### src/hw/rtl/veh_pkg.sv
// Shared types and constants for the variable-edge histogram.
// Holds request/response payloads, opcodes, controller states and command/status structs.
// No dependencies.
`default_nettype none

package veh_pkg;

  // fixed field widths
  localparam int IDX_W = 9;
  localparam int VAL_W = 32;
  localparam int BIN_W = 8;
  localparam int CNT_W = 32;
  localparam int CFG_W = 9;

  typedef enum logic [1:0] {
    OP_WRITE_EDGE = 2'd0,
    OP_COUNT      = 2'd1,
    OP_READ       = 2'd2,
    OP_CLEAR      = 2'd3
  } op_t;

  typedef enum logic [1:0] {
    STAT_OK          = 2'd0,
    STAT_OUT_OF_EDGE = 2'd1,
    STAT_BAD_INDEX   = 2'd2
  } status_t;

  typedef struct packed {
    op_t                     opcode;
    logic [IDX_W-1:0]        index;
    logic signed [VAL_W-1:0] sample_value;
  } in_req_t;

  typedef struct packed {
    logic [BIN_W-1:0] bin_index;
    logic [CNT_W-1:0] count;
    status_t          status;
  } out_rsp_t;

  typedef enum logic [3:0] {
    S_INIT,
    S_IDLE,
    S_EDGE_WR,
    S_LO_CHK,
    S_HI_CHK,
    S_SEARCH,
    S_CNT_UPD,
    S_RD_REQ,
    S_RD_WAIT,
    S_CLEAR,
    S_DONE
  } state_t;

  // edge table read address select
  typedef enum logic [1:0] {
    ERD_ZERO,
    ERD_TOP,
    ERD_MID_INIT,
    ERD_MID_NEXT
  } erd_sel_t;

  // counter read address select
  typedef enum logic {
    CRD_INDEX,
    CRD_BIN
  } crd_sel_t;

  // counter write address/data select
  typedef enum logic {
    CWR_SWEEP,
    CWR_BIN
  } cwr_sel_t;

  // result register load select
  typedef enum logic [2:0] {
    RES_HOLD,
    RES_OK,
    RES_REJECT,
    RES_BAD_INDEX,
    RES_COUNT,
    RES_READ
  } res_sel_t;

  typedef struct packed {
    logic     load_req;
    logic     edge_rd_en;
    erd_sel_t erd_sel;
    logic     edge_wr_en;
    logic     search_init;
    logic     search_step;
    logic     cnt_rd_en;
    crd_sel_t crd_sel;
    logic     cnt_wr_en;
    cwr_sel_t cwr_sel;
    logic     sweep_step;
    res_sel_t res_sel;
    logic     out_load;
  } cmd_t;

  typedef struct packed {
    logic key_below;
    logic search_done;
    logic index_wr_ok;
    logic index_rd_ok;
    logic sweep_last;
    logic out_free;
  } sts_t;

endpackage

`default_nettype wire

### src/hw/rtl/veh_ctrl.sv
// Controller state machine for the variable-edge histogram.
// Sequences edge writes, range checks, binary search, counter updates, counter reads and clears.
// Depends on veh_pkg.
`default_nettype none

module veh_ctrl (
  input  wire logic         clk,
  input  wire logic         rst_n,
  input  wire logic         in_valid,
  input  wire veh_pkg::op_t in_op,
  output logic              in_ready,
  input  wire veh_pkg::sts_t sts,
  output veh_pkg::cmd_t     cmd
);

  veh_pkg::state_t state_r;
  veh_pkg::state_t state_nxt;

  // state register
  always_ff @(posedge clk) begin
    if (!rst_n) begin
      state_r <= veh_pkg::S_INIT;
    end else begin
      state_r <= state_nxt;
    end
  end

  // next state
  always_comb begin
    state_nxt = state_r;
    case (state_r)
      veh_pkg::S_INIT: begin
        if (sts.sweep_last) state_nxt = veh_pkg::S_IDLE;
      end
      veh_pkg::S_IDLE: begin
        if (in_valid) begin
          case (in_op)
            veh_pkg::OP_WRITE_EDGE: state_nxt = veh_pkg::S_EDGE_WR;
            veh_pkg::OP_COUNT:      state_nxt = veh_pkg::S_LO_CHK;
            veh_pkg::OP_READ:       state_nxt = veh_pkg::S_RD_REQ;
            default:                state_nxt = veh_pkg::S_CLEAR;
          endcase
        end
      end
      veh_pkg::S_EDGE_WR: state_nxt = veh_pkg::S_DONE;
      veh_pkg::S_LO_CHK: begin
        state_nxt = sts.key_below ? veh_pkg::S_DONE : veh_pkg::S_HI_CHK;
      end
      veh_pkg::S_HI_CHK: begin
        state_nxt = sts.key_below ? veh_pkg::S_SEARCH : veh_pkg::S_DONE;
      end
      veh_pkg::S_SEARCH: begin
        if (sts.search_done) state_nxt = veh_pkg::S_CNT_UPD;
      end
      veh_pkg::S_CNT_UPD: state_nxt = veh_pkg::S_DONE;
      veh_pkg::S_RD_REQ: begin
        state_nxt = sts.index_rd_ok ? veh_pkg::S_RD_WAIT : veh_pkg::S_DONE;
      end
      veh_pkg::S_RD_WAIT: state_nxt = veh_pkg::S_DONE;
      veh_pkg::S_CLEAR: begin
        if (sts.sweep_last) state_nxt = veh_pkg::S_DONE;
      end
      veh_pkg::S_DONE: begin
        if (sts.out_free) state_nxt = veh_pkg::S_IDLE;
      end
      default: state_nxt = veh_pkg::S_INIT;
    endcase
  end

  // command outputs
  always_comb begin
    cmd      = '0;
    in_ready = 1'b0;
    case (state_r)
      veh_pkg::S_INIT: begin
        cmd.cnt_wr_en  = 1'b1;
        cmd.cwr_sel    = veh_pkg::CWR_SWEEP;
        cmd.sweep_step = 1'b1;
      end
      veh_pkg::S_IDLE: begin
        in_ready = 1'b1;
        if (in_valid) begin
          cmd.load_req   = 1'b1;
          cmd.edge_rd_en = 1'b1;
          cmd.erd_sel    = veh_pkg::ERD_ZERO;
        end
      end
      veh_pkg::S_EDGE_WR: begin
        if (sts.index_wr_ok) begin
          cmd.edge_wr_en = 1'b1;
          cmd.res_sel    = veh_pkg::RES_OK;
        end else begin
          cmd.res_sel = veh_pkg::RES_BAD_INDEX;
        end
      end
      veh_pkg::S_LO_CHK: begin
        if (sts.key_below) begin
          cmd.res_sel = veh_pkg::RES_REJECT;
        end else begin
          cmd.edge_rd_en = 1'b1;
          cmd.erd_sel    = veh_pkg::ERD_TOP;
        end
      end
      veh_pkg::S_HI_CHK: begin
        if (!sts.key_below) begin
          cmd.res_sel = veh_pkg::RES_REJECT;
        end else begin
          cmd.search_init = 1'b1;
          cmd.edge_rd_en  = 1'b1;
          cmd.erd_sel     = veh_pkg::ERD_MID_INIT;
        end
      end
      veh_pkg::S_SEARCH: begin
        cmd.search_step = 1'b1;
        if (sts.search_done) begin
          cmd.cnt_rd_en = 1'b1;
          cmd.crd_sel   = veh_pkg::CRD_BIN;
        end else begin
          cmd.edge_rd_en = 1'b1;
          cmd.erd_sel    = veh_pkg::ERD_MID_NEXT;
        end
      end
      veh_pkg::S_CNT_UPD: begin
        cmd.cnt_wr_en = 1'b1;
        cmd.cwr_sel   = veh_pkg::CWR_BIN;
        cmd.res_sel   = veh_pkg::RES_COUNT;
      end
      veh_pkg::S_RD_REQ: begin
        if (sts.index_rd_ok) begin
          cmd.cnt_rd_en = 1'b1;
          cmd.crd_sel   = veh_pkg::CRD_INDEX;
        end else begin
          cmd.res_sel = veh_pkg::RES_BAD_INDEX;
        end
      end
      veh_pkg::S_RD_WAIT: begin
        cmd.res_sel = veh_pkg::RES_READ;
      end
      veh_pkg::S_CLEAR: begin
        cmd.cnt_wr_en  = 1'b1;
        cmd.cwr_sel    = veh_pkg::CWR_SWEEP;
        cmd.sweep_step = 1'b1;
        if (sts.sweep_last) cmd.res_sel = veh_pkg::RES_OK;
      end
      veh_pkg::S_DONE: begin
        cmd.out_load = sts.out_free;
      end
      default: begin
        cmd = '0;
      end
    endcase
  end

endmodule

`default_nettype wire

### config.mk
export PLATFORM = sky130hd
export DESIGN_NAME = veh_ctrl
export DESIGN_NICKNAME = d
export VERILOG_FILES = /design/src/hw/rtl/veh_pkg.sv /design/src/hw/rtl/veh_ctrl.sv
export SDC_FILE = /design/constraint.sdc
export NUM_CORES = 1
export LEC_CHECK = 0
export BUFFER_PORTS_ARGS = -buffer_cell sky130_fd_sc_hd__buf_2
export CAP_MARGIN = 20
export CORE_MARGIN = 3
export CORE_UTILIZATION = 40
export CTS_CLUSTER_DIAMETER = 60
export CTS_CLUSTER_SIZE = 30
export DETAILED_ROUTE_END_ITERATION = 16
export PLACE_DENSITY = 0.79
export SLEW_MARGIN = 0
export SYNTH_ARGS = -nofsm -noshare
export SYNTH_HDL_FRONTEND = slang
export SYNTH_SLANG_ARGS = --single-unit
### constraint.sdc
create_clock -name clk -period 1.8 [get_ports clk]
set_clock_uncertainty 0.15 [all_clocks]
set_input_delay 0.18 -clock clk [delete_from_list [all_inputs] [get_ports clk]]
set_output_delay 0.18 -clock clk [all_outputs]
set_load 0.01 [all_outputs]
=== Word-level counts from Yosys, hierarchy flattened ===
Index checks and enable logic that the tools add are counted.

* Flip-flop bits (word level): 4
* Input port bits: 11
* Output and inout bits: 17

* Equality and inequality tests: 17
* Mux-type cells: 34
* Reductions and logical operators: 5

{| class="wikitable"
|+ Operators by type and width
! operator !! count
|-
| $pmux W4 S9 || 1
|-
| $mux W4 || 8
|-
| $pmux W3 S7 || 1
|-
| $eq A4 B3 Y1 const B || 4
|-
| $mux W2 || 7
|-
| $eq A4 B4 Y1 const B || 3
|-
| $pmux W3 S4 || 1
|-
| $pmux W4 S3 || 1
|-
| $mux W1 || 10
|-
| $ne A2 B2 Y1 const B || 5
|-
| $mux W3 || 3
|-
| $eq A4 B2 Y1 const B || 2
|-
| $pmux W2 S2 || 2
|-
| $reduce_and A5 Y1 || 1
|-
| $eq A4 B1 Y1 const B || 1
|-
| $logic_not A4 Y1 || 1
|-
| $reduce_or A3 Y1 || 1
|-
| $eq A2 B1 Y1 const B || 1
|-
| $eq A2 B2 Y1 const B || 1
|-
| $logic_not A2 Y1 || 1
|-
| $reduce_or A2 Y1 || 1
|}

=== Logic depth before layout (Yosys ltp) ===
Gate-level depths: netlist of run 1.

* Word-level depth: 4
* Gate-level depth with buffers: 7

=== Worst setup path after synthesis of run 1 ===
Ideal clock, no wire load.

* Path kind: register to output
* Start point: reg state_r[0]
* End point: out cmd[2] (netlist name)
* Data arrival time: 1.262 ns
* Required time: 1.470 ns
* Path slack: 0.208 ns
* Stages on the path, launching flop included: 8
* Path buffers: 2
* Path through: dfxtp_1 -> buf_4 -> clkbuf_1 -> nor2b_1 -> nand2_1 -> o31ai_1 -> a22oi_1 -> nor2_1

{| class="wikitable"
|+ RTL lines
! what !! RTL line !! text
|-
| start: declaration || veh_ctrl.sv:16 || <nowiki>veh_pkg::state_t state_r;</nowiki>
|-
| start signal: assignment || veh_ctrl.sv:22 || <nowiki>state_r <= veh_pkg::S_INIT;</nowiki>
|-
| start signal: assignment || veh_ctrl.sv:24 || <nowiki>state_r <= state_nxt;</nowiki>
|-
| end: declaration || veh_ctrl.sv:13 || <nowiki>output veh_pkg::cmd_t cmd</nowiki>
|}

==> results of run 1 <==
synth_stat cells (all sizes together), types with 2 or more instances:
master  number
nor3b        2
dfxtp        4
and3         3
a21oi        4
nor2         9
nor3         4
nand2b       5
o21a         2
inv          3
nor2b        4
nand2        6
o22ai        2
buf          4
or2          3
a21boi       2
o21ai        7
mux2i        2
a31oi        3
power breakdown:
part	total [mW]	internal (mW)	leakage (nW)	switching, mW
Clock	0.107	0.0743	0.0138	0.0327
Combinational	0.860	0.425	0.347	0.435
Sequential	0.223	0.135	0.0350	0.0883
Total	1.19	0.634	0.396	0.556
cell type report:
class | count | area, µm² | area share
Sequential cell | 4 | 90.1 | 0.111
Multi-Input combinational cell | 71 | 477 | 0.589
Tap cell | 14 | 17.5 | 0.0216
Timing Repair Buffer | 34 | 191 | 0.236
Inverter | 3 | 11.3 | 0.0139
Clock buffer | 3 | 22.5 | 0.0278
routing by layer:
layer,track usage,vias up,routed length (µm)
met5,0,-,0
met4,0.0482,0,10
met3,0.0551,2,183
met2,0.295,56,816
met1,0.227,328,711
li1,-,365,-
metrics by stage:
| step | util | hold WS (ns) | TNS [ns] |
|---|---|---|---|
| after detailed placement | 0.607 | 0.294 | 0 |
| final | 0.674 | 0.0637 | 0 |
| after global routing | 0.674 | 0.0658 | -0.0505 |
| after CTS | 0.643 | 0.0556 | -0.0000570 |
| after global placement | 0.607 | 0.283 | 0 |
| after floorplan | - | 0.148 | 0 |
kinds of logic (layout without fill, tap and decap cells):
logic type / after synthesis / in the layout / synth area share
AND/OR/NAND/NOR: 42 / 42 / 0.420
buffers and inverters: 8 / 40 / 0.0682
AO/OA/AOI/OAI: 26 / 26 / 0.314
flip-flops: 4 / 4 / 0.145
XOR/XNOR: 1 / 1 / 0.0159
multiplexers: 2 / 2 / 0.0364
worst max-delay path by stage:
stage          startpoint          to  slack (ns)  depth (start not counted)
2_1_floorplan  state_r[0]      cmd[2]        0.21                          7
3_3_place_gp   state_r[3]  state_r[2]        0.13                          6
3_5_place_dp   state_r[0]  state_r[2]        0.06                          5
4_1_cts        state_r[0]     cmd[14]    -0.00006                          4
5_1_grt        state_r[0]     cmd[14]       -0.05                          5
6_report       state_r[0]     cmd[14]        0.03                          5
repair_timing:
item	in CTS	in global routing
resized for setup	8	8
hold buffers	0	0
pin swaps	0	0
setup endpoints to repair	6	7
==> qor.csv, run 1 <==
stage,metric,value,unit
run_status,run status,finished clean,
placement,post-detailed-placement half-perimeter wirelength,1310,µm
clock_tree,number of clock sinks,4,
final_layout,largest reg by FF count,state_r,
yosys,Main synth FF type,sky130_fd_sc_hd__dfxtp_1,
placement,setup slack at placement,0.0576,ns
clock_tree,clock transition at the registers of the reported paths,0.04,ns
sta,total count of max-transition violations in the final report,0,
yosys,number of enable flip-flop cells after synthesis,0,
setup_path,worst endpoint data arrival time,1.44,ns
grt,pin count of the biggest net entering global routing,12,
setup_path,FF-to-FF End,state_r[3],
final_layout,highest-count cells in the layout ignoring fill and taps,"27 x sky130_fd_sc_hd__buf_2, 8 x sky130_fd_sc_hd__nor2_1, 7 x sky130_fd_sc_hd__o21ai_0",
setup_path,worst path cell trace,"nor2_1, nand3_1, inv_1, or3_1, buf_2",
yosys,Yosys cell types,35,
final_layout,Final Instance Count excl. Fillers,129,
placement,dpl cells,126,
setup_path,largest delay contributor family on the critical path,simple AND/OR/NAND/NOR gates,
pwr,leakage dissipation,0.396,nW
route,antenna-violating nets left,0,
final_layout,fill cell instance count of the final layout,95,
yosys,top-area cell type share of the netlist area,0.145,
yosys,share of synthesized area occupied by flip-flops and latches,0.145,
setup_path,Crit path buffers/inverters,2,
min_path,endpoint with the worst hold slack,state_r[2],
setup_path,largest fanout on the critical path,11,
floorplan,DIE HEIGHT,43.1,µm
yosys,Syn Nets,94,
final_layout,"most common cell after layout, fill and taps aside",sky130_fd_sc_hd__buf_2,
floorplan,Initial Utilization,0.458,
floorplan,core footprint,1200,µm²
floorplan,boundary pin count,28,
grt,antenna violations before repair,0,
setup_path,data required time of the critical path,1.47,ns
route,DRC,0,
sta,post-route fraction of the period consumed by the critical path,0.986,
clock_tree,Inserted Clock Buffers,3,
run,Maximum Capacitance Violations,0,
route,sum of routed wire length over all layers,1720,µm
sta,Least-Margin Pin Slew,0.321,ns
sta,unrepaired setup endpoints after global routing,true,
grt,GR Overflow Total,0,
pwr,power density relative to cell area,1470,nW/µm²
sta,Final setup viols,0,
floorplan,Site Rows,12,
min_path,start point of the worst min-delay path,rst_n,
setup_path,depth of the most critical reg-to-reg path,5,
setup_path,origin of the critical flop-to-flop path,state_r[0],
yosys,cell area after technology mapping,551,µm²
final_layout,diode insertion count for antenna repair,0,
final_layout,share of layout cells above drive strength 1,0.461,
sta,Final Hold Violating Endpoints,0,
floorplan,Total Die Area,1860,µm²
grt,vias in the first global route,597,
final_layout,area growth from synthesis to layout,47.0,%
final_layout,area of all placed cells without fillers,810,µm²
clock_tree,Skew-Pair Late Insertion Delay,0.23,ns
pwr,"Power, Total",1.19,mW
grt,first-pass GRT wire length,2630,µm
placement,final weighted congestion in routability-driven placement,0.921,
route,DR pass1 iterations,4,
yosys,number of standard cells after synthesis,83,
setup_path,CP max-delay cell,sky130_fd_sc_hd__dfxtp_4,
yosys,biggest area consumer among synthesized cells,sky130_fd_sc_hd__dfxtp_1,
clock_tree,Clock Path Buffers,2,
sta,top achievable clock speed,0.563,GHz
grt,global router's overall resource usage,0.181,
final_layout,layout net count,128,
yosys,number of synthesized register bits,4,
min_path,Hold WC Path Type,input port to flop,
setup_path,classification of the worst setup path,flop to primary output,
setup_path,setup slack on the worst flop-to-flop path,0.09,ns
clock_tree,Post-CTS Setup Inserts,0,
setup_path,startpoint kind of the worst setup timing path,flop,
yosys,number of synthesis warnings,0,
route,wire length per cell after detailed routing,13.3,µm
route,count of routing violations after the opening detailed-route iteration,37,
yosys,post-synthesis average cell area,6.63,µm²
floorplan,Die Wd,43.1,µm
sta,headroom to the max-slew limit,0.784,
pwr,largest voltage drop on the vdd net,0.758,mV
route,detailed-route vias per instance,5.82,
route,vias after detailed routing,751,
clock_tree,clock tree from TritonCTS,yes,
sta,post-layout min period,1.77,ns
clock_tree,H-Tree Depth,1,
placement,post-place instance area,729,µm²
setup_path,crit end category,primary output,
final_layout,"flip-flop count of the largest register, all copies and words added",4,
min_path,hold path cells,2,
sta,worst setup margin,0.0251,ns
final_layout,largest registers in the final layout,state_r x4,
setup_path,delay of the slowest cell on the worst path,0.43,ns
yosys,ys async rst share,0,
placement,port buffer count,27,
clock_tree,clock tree root driver cell,sky130_fd_sc_hd__clkbuf_4,
yosys,biggest area contributors in the synthesized netlist,"sky130_fd_sc_hd__dfxtp_1 15%, sky130_fd_sc_hd__o21ai_0 6.4%, sky130_fd_sc_hd__nor2_1 6.1%",
Power figures use the tool's default switching activity.
==> run 2: changes to the inputs <==
--- a/config.mk
+++ b/config.mk
@@ -5,14 +5,17 @@
 export SDC_FILE = /design/constraint.sdc
 export NUM_CORES = 1
 export LEC_CHECK = 0
+export ABC_AREA = 1
 export BUFFER_PORTS_ARGS = -buffer_cell sky130_fd_sc_hd__buf_2
 export CAP_MARGIN = 20
+export CELL_PAD_IN_SITES_DETAIL_PLACEMENT = 0
+export CELL_PAD_IN_SITES_GLOBAL_PLACEMENT = 2
 export CORE_MARGIN = 3
-export CORE_UTILIZATION = 40
+export CORE_UTILIZATION = 19
 export CTS_CLUSTER_DIAMETER = 60
 export CTS_CLUSTER_SIZE = 30
 export DETAILED_ROUTE_END_ITERATION = 16
-export PLACE_DENSITY = 0.79
+export PLACE_DENSITY = 0.81
 export SLEW_MARGIN = 0
 export SYNTH_ARGS = -nofsm -noshare
 export SYNTH_HDL_FRONTEND = slang
==> constraint.sdc (replaced) <==
create_clock -name clk -period 1.7 [get_ports clk]
set_clock_uncertainty 0.15 [all_clocks]
set_input_delay 0.17 -clock clk [delete_from_list [all_inputs] [get_ports clk]]
set_output_delay 0.17 -clock clk [all_outputs]
set_load 0.01 [all_outputs]
==> run 2 against run 1 <==
Effect of this change:
- critical path depth unchanged
- synthesized area shrank 3.0%
- setup slack improved by 0.020 ns
- clock-buffer cell count is the same
- design area up 5.1%
- critical endpoint unchanged
- routed wire length fell by 3.1%
==> qor.csv, run 2 <==
stage,metric,value,unit
run_status,run status,finished clean,
placement,dpl cells,155,
route,vias after detailed routing,698,
yosys,mux contribution to synthesized area,0,
floorplan,Site Rows,18,
grt,antenna violations before repair,0,
setup_path,CP max-delay cell,sky130_fd_sc_hd__dfxtp_2,
yosys,number of synthesized register bits,4,
clock_tree,H-Tree Depth,1,
yosys,most repeated cell in the gate-level netlist after synthesis,sky130_fd_sc_hd__nand2_1,
floorplan,Initial Utilization,0.208,
final_layout,share of layout cells above drive strength 1,0.564,
route,detailed-route vias per instance,4.28,
setup_path,largest delay contributor family on the critical path,simple AND/OR/NAND/NOR gates,
yosys,largest family of logic cells by synthesized area,simple AND/OR/NAND/NOR gates,
yosys,compound-cell area share of the yosys netlist,0.105,
sta,unrepaired setup endpoints after global routing,true,
final_layout,Final Instance Count excl. Fillers,163,
clock_tree,clock transition at the registers of the reported paths,0.03,ns
clock_tree,number of buffers added to fix hold violations after cts,0,
setup_path,largest fanout on the critical path,4,
final_layout,layout net count,146,
yosys,number of enable flip-flop cells after synthesis,0,
route,wire length per cell after detailed routing,10.2,µm
route,count of routing violations after the opening detailed-route iteration,15,
final_layout,largest reg by FF count,state_r,
setup_path,worst endpoint data arrival time,1.33,ns
pwr,power density relative to cell area,1230,nW/µm²
clock_tree,number of clock sinks,4,
placement,post-place instance area,714,µm²
sta,Final Hold Violating Endpoints,0,
yosys,cell area after technology mapping,534,µm²
yosys,Post-synth top cells,"23 x sky130_fd_sc_hd__nand2_1, 18 x sky130_fd_sc_hd__inv_1, 11 x sky130_fd_sc_hd__nor2_1",
setup_path,delay of the slowest cell on the worst path,0.37,ns
grt,first-pass GRT wire length,2800,µm
sta,top achievable clock speed,0.604,GHz
final_layout,highest-count cells in the layout ignoring fill and taps,"26 x sky130_fd_sc_hd__buf_2, 18 x sky130_fd_sc_hd__nand2_1, 13 x sky130_fd_sc_hd__inv_1",
yosys,number of synthesis warnings,0,
final_layout,end-of-flow core utilization,0.331,
sta,Total Neg Setup Slack,0,ns
yosys,Post-Synth Adder-Cell Area,0,
route,sum of routed wire length over all layers,1670,µm
placement,post-detailed-placement half-perimeter wirelength,1410,µm
yosys,Syn Nets,108,
yosys,biggest area consumer among synthesized cells,sky130_fd_sc_hd__nand2_1,
floorplan,DIE HEIGHT,59.0,µm
clock_tree,clock tree root driver cell,sky130_fd_sc_hd__clkbuf_4,
final_layout,"most common cell after layout, fill and taps aside",sky130_fd_sc_hd__buf_2,
final_layout,"flip-flop count of the largest register, all copies and words added",4,
setup_path,data required time of the critical path,1.38,ns
grt,pin count of the biggest net entering global routing,8,
setup_path,classification of the worst setup path,flop to primary output,
setup_path,startpoint kind of the worst setup timing path,flop,
run,Maximum Capacitance Violations,0,
sta,post-route fraction of the period consumed by the critical path,0.973,
sta,worst setup margin,0.0455,ns
route,DRC,0,
yosys,Main synth FF type,sky130_fd_sc_hd__dfxtp_1,
sta,post-layout min period,1.65,ns
floorplan,Die Wd,59.0,µm
grt,vias in the first global route,652,
pwr,leakage dissipation,0.493,nW
final_layout,area growth from synthesis to layout,59.3,%
setup_path,crit end category,primary output,
floorplan,boundary pin count,28,
sta,Least-Margin Pin Slew,0.254,ns
clock_tree,Skew-Pair Late Insertion Delay,0.23,ns
placement,port buffer count,27,
yosys,number of standard cells after synthesis,97,
setup_path,setup slack on the worst flop-to-flop path,0.24,ns
setup_path,worst path cell trace,"nor2_2, nand3_1, inv_1, or3_1, buf_2",
yosys,share of synthesized area occupied by flip-flops and latches,0.150,
grt,GR Overflow Total,0,
setup_path,Crit path buffers/inverters,2,
grt,global router's overall resource usage,0.105,
yosys,Synth Area in Simple Gates,0.597,
placement,setup slack at placement,0.148,ns
yosys,ys async rst share,0,
floorplan,core footprint,2570,µm²
sta,headroom to the max-slew limit,0.830,
final_layout,diode insertion count for antenna repair,0,
yosys,fraction of synthesized cell area in xor and xnor cells,0,
placement,final weighted congestion in routability-driven placement,0.827,
route,antenna-violating nets left,0,
yosys,Yosys cell types,18,
yosys,top-area cell type share of the netlist area,0.162,
clock_tree,clock tree from TritonCTS,yes,
final_layout,area of all placed cells without fillers,851,µm²
yosys,post-synthesis average cell area,5.51,µm²
final_layout,largest registers in the final layout,state_r x4,
min_path,Hold WC Path Type,input port to flop,
route,DR pass1 iterations,4,
pwr,largest voltage drop on the vdd net,0.593,mV
clock_tree,Inserted Clock Buffers,3,
sta,Final setup viols,0,
sta,total count of max-transition violations in the final report,0,
clock_tree,Clock Path Buffers,2,
floorplan,Total Die Area,3480,µm²
yosys,biggest area contributors in the synthesized netlist,"sky130_fd_sc_hd__nand2_1 16%, sky130_fd_sc_hd__dfxtp_1 15%, sky130_fd_sc_hd__inv_1 13%",
==> run 2: area by class of cell <==
type | instances | area (µm²)
repair buffers | 33 | 190
flip-flops and latches | 4 | 90.1
fillers | 312 | 1720
multi-input cells | 72 | 429
clock buffers | 3 | 22.5
inverters | 21 | 81.3
well taps | 30 | 37.5
==> run 2: where the power goes <==
group          switching (mW)  internal [mW]  total, mW
combinational           0.458          0.288      0.746
clock                  0.0329         0.0785      0.111
sequential             0.0558          0.135      0.191
total                   0.547          0.502       1.05
==> run 2: kinds of logic after synthesis <==
group           count (synthesis)
buf+inv                        21
simple gates                   63
compound gates                  9
flops                           4
==> run 2: final timing paths <==
path / start / endpoint / cells past startpoint
max: state_r[1] / cmd[14] / 5
min: rst_n / state_r[0] / 3
min reg2reg: state_r[0] / state_r[0] / 2
max reg2reg: state_r[2] / state_r[3] / 9
==> run 2: per-layer routing <==
layer | GRT usage | wire length (µm) | vias up
met5 | 0 | 0 | -
met4 | 0.0291 | 0 | 0
met3 | 0.0218 | 68 | 0
met2 | 0.164 | 798 | 15
met1 | 0.145 | 801 | 306
li1 | - | - | 377
==> run 2: worst min-delay path, delay by kind of cell <==
kind | cells | cell delay (ns)
buffers and inverters | 2 | 0.14
AO/OA/AOI/OAI | 1 | 0.10
==> run 2: metrics by stage <==
step | power [mW] | hold slack [ns]
floorplan | 0.652 | 0.190
global placement | 0.878 | 0.309
detailed placement | 0.863 | 0.312
CTS | 1.00 | 0.0724
global route | 1.17 | 0.0794
finish | 1.05 | 0.0744
==> run 2: repair_timing <==
action / CTS / global route
setup endpoints to repair: 4 / 5
pin swaps: 3 / 6
gates resized for setup: 7 / 21
buffers inserted: 3 / 2
